**config.mk**
```make
export PLATFORM = sky130hd
export DESIGN_NAME = rpw_div
export DESIGN_NICKNAME = d
export VERILOG_FILES = /design/src/rtl/rpw_div.sv
export SDC_FILE = /design/constraint.sdc
export NUM_CORES = 1
export LEC_CHECK = 0
export ABC_AREA = 1
export ABC_CLOCK_PERIOD_IN_PS = 7400
export BUFFER_PORTS_ARGS = -buffer_cell sky130_fd_sc_hd__buf_2
export CAP_MARGIN = 0
export CORE_UTILIZATION = 45
export DETAILED_ROUTE_END_ITERATION = 10
export PLACE_DENSITY = 0.67
export SLEW_MARGIN = 20
export SYNTH_ARGS = -nofsm -noshare
export SYNTH_HDL_FRONTEND = slang
export SYNTH_SLANG_ARGS = --single-unit
export TNS_END_PERCENT = 50
```
**constraint.sdc**
```tcl
create_clock -name clk_i -period 7.4 [get_ports clk_i]
set_input_delay 0.37 -clock clk_i [delete_from_list [all_inputs] [get_ports clk_i]]
set_output_delay 0.37 -clock clk_i [all_outputs]
set_load 0.01 [all_outputs]
```
**src/rtl/rpw_div.sv**
```systemverilog
// Restoring divider, one quotient bit per cycle, 64-bit dividend by 33-bit divisor.
`timescale 1ns / 1ps
module rpw_div (
  input  logic        clk_i,
  input  logic        rst_ni,
  input  logic        start_i,
  input  logic [63:0] dividend_i,
  input  logic [32:0] divisor_i,
  output logic [63:0] quotient_o,
  output logic        done_o
);

  logic        busy_q, busy_d, done_q, done_d;
  logic [6:0]  cnt_q, cnt_d;
  logic [33:0] rem_q, rem_d;
  logic [63:0] quo_q, quo_d;
  logic [32:0] den_q, den_d;
  logic [33:0] trial;

  always_comb begin
    busy_d = busy_q;
    done_d = 1'b0;
    cnt_d  = cnt_q;
    rem_d  = rem_q;
    quo_d  = quo_q;
    den_d  = den_q;
    trial  = {rem_q[32:0], quo_q[63]};
    if (start_i) begin
      busy_d = 1'b1;
      cnt_d  = '0;
      rem_d  = '0;
      quo_d  = dividend_i;
      den_d  = divisor_i;
    end else if (busy_q) begin
      if (trial >= {1'b0, den_q}) begin
        rem_d = trial - {1'b0, den_q};
        quo_d = {quo_q[62:0], 1'b1};
      end else begin
        rem_d = trial;
        quo_d = {quo_q[62:0], 1'b0};
      end
      cnt_d = cnt_q + 7'd1;
      if (cnt_q == 7'd63) begin
        busy_d = 1'b0;
        done_d = 1'b1;
      end
    end
  end

  always_ff @(posedge clk_i or negedge rst_ni) begin
    if (!rst_ni) begin
      busy_q <= 1'b0;
      done_q <= 1'b0;
      cnt_q  <= '0;
    end else begin
      busy_q <= busy_d;
      done_q <= done_d;
      cnt_q  <= cnt_d;
    end
  end

  always_ff @(posedge clk_i) begin
    rem_q <= rem_d;
    quo_q <= quo_d;
    den_q <= den_d;
  end

  assign quotient_o = quo_q;
  assign done_o     = done_q;

endmodule

```
[After elaboration in Yosys (flattened, before gate mapping)]
Cells that the tools add are included.
Cells by class
  muxes and demuxes: 12
  eq/ne operators: 1
  add/subtract/negate cells: 2
  reductions and logical operators: 1
  magnitude comparators: 1
Operator list (count)
  2-to-1 mux 64 bit: 2
  >= comparator 34 x 33 -> 1 bit: 1
  2-to-1 mux 33 bit: 1
  subtractor 33 bit: 1
  2-to-1 mux 7 bit: 2
  adder 7 x 1 -> 7 bit, second input constant: 1
  equality test 7 x 6 -> 1 bit, second input constant: 1
  2-to-1 mux 1 bit: 7
  nonzero test 2 bit: 1
Word-level totals
  input port bits: 100
  bits in registers: 139

[Depth between registers and ports, before layout]
  word-level depth: 4
  depth in mapped cells: 18

[Worst setup path before layout]
OpenSTA, ideal clock, no wires.
  path kind: input to register
  from: input start_i
  to: register quo_q[0] (netlist: quotient_o[0]), enable pin
  cell stages on the path: 4
  required time: 6982 ps
  data arrival time: 2183 ps
  library setup time: 418 ps
  path buffers: 2
  path slack: 4799 ps
  cell sequence: clkbuf_1 nor2_1 clkbuf_1 inv_1
On the way
  cells in the longest elaborated chain, start to end: 1
RTL lines
  start: declaration: RTL line 6  | input logic start_i,
  nonzero test 2 bit (no line)
  end signal: assignment: RTL line 64  | quo_q <= quo_d;
  end: declaration: RTL line 16  | logic [63:0] quo_q, quo_d;
Every way passes these cells.
A chain may end at the register's enable or synchronous reset.

[Worst setup path in the final report]
  from: register den_q[25]
  to: register rem_q[16]
On the way
  cells in the longest elaborated chain, start to end: 2
RTL lines
  start: declaration: RTL line 17  | logic [32:0] den_q, den_d;
  start signal: assignment: RTL line 65  | den_q <= den_d;
  >= comparator 34 x 33 -> 1 bit: RTL line 35  | if (trial >= {1'b0, den_q}) begin
  2-to-1 mux 33 bit: RTL line 35
  end signal: assignment: RTL line 63  | rem_q <= rem_d;
  end: declaration: RTL line 15  | logic [33:0] rem_q, rem_d;
Every way passes these cells.

==> impl_results.md <==
* Dpl cells at 1549
* Final Cycle Share at 41.1%
* Post-synthesis async set-or-reset flop share at 6.47%
* Total Routing Usage GR at 22.4%
* Routed WL per cell at 13.0 microns
* Buffer depth of the longest clock path at 2
* Fin Setup TNS at 0 ns
* Setup ws final at 4.36 ns
* Io pins at 165
* Worst-path clk slew at 0.06 ns
* Hold_ws at 0.119 ns
* Status: complete, no violations
* Yosys warning total at 0
* Crit Path Max Fanout at 35
* Vias per Instance at 4.76
* Worst Path Arrival at 3.40 ns
* CTS tree: done
* Ys flop type: edfxtp_1
* Pwr Density at 195 nW/um^2
* Post-synth EDFFs at 97
* Yosys reg bits at 139
* Post-Layout Cell Count at 1583
* Vias in the first global route at 7281
* Power Total at 1.95 mW
* Synth unique cells at 36
* Largest delay share family, worst path: simple AND/OR/NAND/NOR gates
* IO Port Bufs at 164
* Gate power share at 13.2%
* Worst endpoint required time at 7.76 ns
* Compound-Gate Fraction of Synth Area at 2.14%
* Final GP Congestion at 0.928
* Clk sinks at 139
* Critical path buffer and inverter count at 3
* Core area at 18200 sq um
* Mapped cell area at 8460 sq um
* Worst skew pair latency at 0.42 ns
* Final Slew Violations at 0
* Drt first pass iters at 7
* Fin nets at 1475
* CP Cell Sequence: inv_1 -> ha_1 -> nand2_1 -> nand2_1 -> inv_1 -> nand2_1 -> clkinv_1 -> nand2_1 -> nand2_1 -> nand2_1 -> a21oi_4 -> nand2_4 -> nand2_2 -> nand3_1 -> nand2_1
* H-tree depth at 4
* Switching Share at 26.8%
* Die H at 139 microns
* Synth Instances at 1181
* Placed instance area at 9470 sq um
* DRT antenna net count at 0
* Synth Area per Inst at 7.16 sq um
* Syn Nets at 1316
* Switching power total at 522 uW
* Power share of the clock group at 39.7%
* Global-route wire length before repair at 34700 microns
* Largest family of logic cells by synthesized area: simple AND/OR/NAND/NOR gates
* Worst clock skew at 0.0106 ns
* Startpoint of the worst hold path: divisor_i[22]
* Worst Tran Pin Value at 1.07 ns
* Initial antenna violation count at 1
* Die width at 139 microns
* Largest net degree at the start of global routing at 70
* Most used cell, CP: nand2_1
* Post-synthesis xor/xnor area fraction at 1.55%
* Worst Hold Class: in2reg
* Mux cell area share after synthesis at 0%
* Crit path kind: reg2reg
* Pleak at 5.55 nW
* Crit path from: den_q[25]$_DFFE_PP_
* Final Hold Vio Count at 0
* Fin crit period at 3.04 ns
* Detailed-route via count at 7531
* HPWL reported at the end of detailed placement at 15100 microns
* Initial Util at 46.5%
* Crit-path max cell delay at 0.85 ns
* Synth Area in Adders at 5.27%
* Worst setup EP type: register
* Clk root buf: clkbuf_16
* Max-cap violations at 0
* VDD IR max at 149 uV
* CP max stage cell: a21oi_4
* Iteration-0 DRC Markers at 463
* Area delta synth->final at 18.3%
* Max-slew headroom at 28.3%
* Fill cells at 1775
* RSZ-0062 raised after global routing: no
* Crit path launch type: register
* Design Area, Final at 10000 sq um
* Rows at 49
* Num CTS Buffers at 17
* R2R Path Start: den_q[25]$_DFFE_PP_
* Setup violators final at 0
* Total Routed Length at 20600 microns
* Residual DRC at 0
* FF/Latch Area at 3800 sq um
* Fmax at 329 MHz
* Simple-Gate Fraction of Synth Area at 35.5%
* DP Worst Slack at 4.36 ns
* GR Overflow Total at 0
* Post-CTS setup buffers at 0
* Worst reg-to-reg setup slack at 4.36 ns
* Fin util at 55.0%
* Int Power at 1.43 mW
* Multi-input gate area at 3760 sq um
* Die Area at 19400 sq um
* Seq pwr share at 47.1%
* Register area share after synthesis at 44.9%
* Layout cells sized above 1 at 16.9%
cells by family (layout without fill, tap and decap cells):
family	after synthesis	in the layout
simple gates	728	728
buf+inv	232	404
flops	139	139
fa+ha+maj	35	35
compound gates	32	32
xor+xnor	15	15
other cells	0	1
cell type report:
| class | instances | share of cell area (%) |
|---|---|---|
| multi-input cells | 810 | 37.6 |
| flip-flops and latches | 139 | 37.9 |
| inverters | 202 | 7.57 |
| repair buffers | 170 | 8.70 |
| clock buffers | 20 | 4.36 |
| well taps | 229 | 2.86 |
| clock inverters | 12 | 0.913 |
| diodes | 1 | 0.0250 |
sequential cells by signal, summed over array words and instances, names as in the netlist:
name	cells
quotient_o	64
den_q	33
rem_q	33
cnt_q	7
busy_q	1
done_o	1
synth_stat cells (2+ instances only):
cell type	number	share of area (%)
ha_1	34	5.0
nand3_2	2	0.24
buf_2	6	0.35
nand2_2	16	1.2
clkinv_1	2	0.089
nand2_4	3	0.40
inv_1	200	8.9
a21oi_1	24	1.4
nor2_1	50	2.2
buf_6	3	0.40
dfrtp_1	9	2.7
o21ai_0	3	0.18
clkbuf_1	20	0.89
edfxtp_1	97	34
xnor2_1	14	1.4
dfxtp_1	33	7.8
and2_1	6	0.44
nand4_1	4	0.30
nand2_1	541	24
nand3b_1	6	0.53
nand3_1	84	5.0
nor2_2	2	0.15
nor3_1	9	0.53
placed cells by master (no fill, tap or decap), drive strengths merged, types with 9 or more instances in the layout:
cell	count
inv	205
dfrtp	9
xnor2	14
buf	169
nand3	86
clkbuf	20
a21oi	25
ha	34
nor3	10
nor2	52
nand2	560
edfxtp	97
dfxtp	33
path summary, 6_finish.rpt:
kind | end | cells past startpoint
max | rem_q[16]$_SDFFE_PP0P_ | 15
min | den_q[22]$_DFFE_PP_ | 1
max reg2reg | rem_q[16]$_SDFFE_PP0P_ | 15
min reg2reg | done_o$_DFF_PN0_ | 1
max in group asynchronous | cnt_q[3]$_DFFE_PN0P_ | 2
min in group asynchronous | done_o$_DFF_PN0_ | 2
power groups by stage:
| stage | logic [mW] | clock network (mW) | registers (mW) |
|---|---|---|---|
| 6_report | 0.257 | 0.774 | 0.919 |
| 5_1_grt | 0.291 | 0.821 | 0.926 |
| 4_1_cts | 0.259 | 0.791 | 0.919 |
| 3_5_place_dp | 0.258 | 0 | 0.933 |
| 3_3_place_gp | 0.255 | 0 | 0.933 |
| 2_1_floorplan | 0.144 | 0 | 0.946 |
routing by layer:
metal	GRT usage, %	vias up	share of wire (%)
li1	-	3952	-
met1	28.9	3348	46
met2	36.9	213	46
met3	6.01	18	6.4
met4	6.61	0	1.3
met5	0	-	0
repair_timing:
action | in CTS | in global routing
resized for setup | 0 | 0
endpoints found under the hold margin | 9 | 0
hold buffers | 1 | 0
No activity file was read; power rests on OpenSTA's default activity.
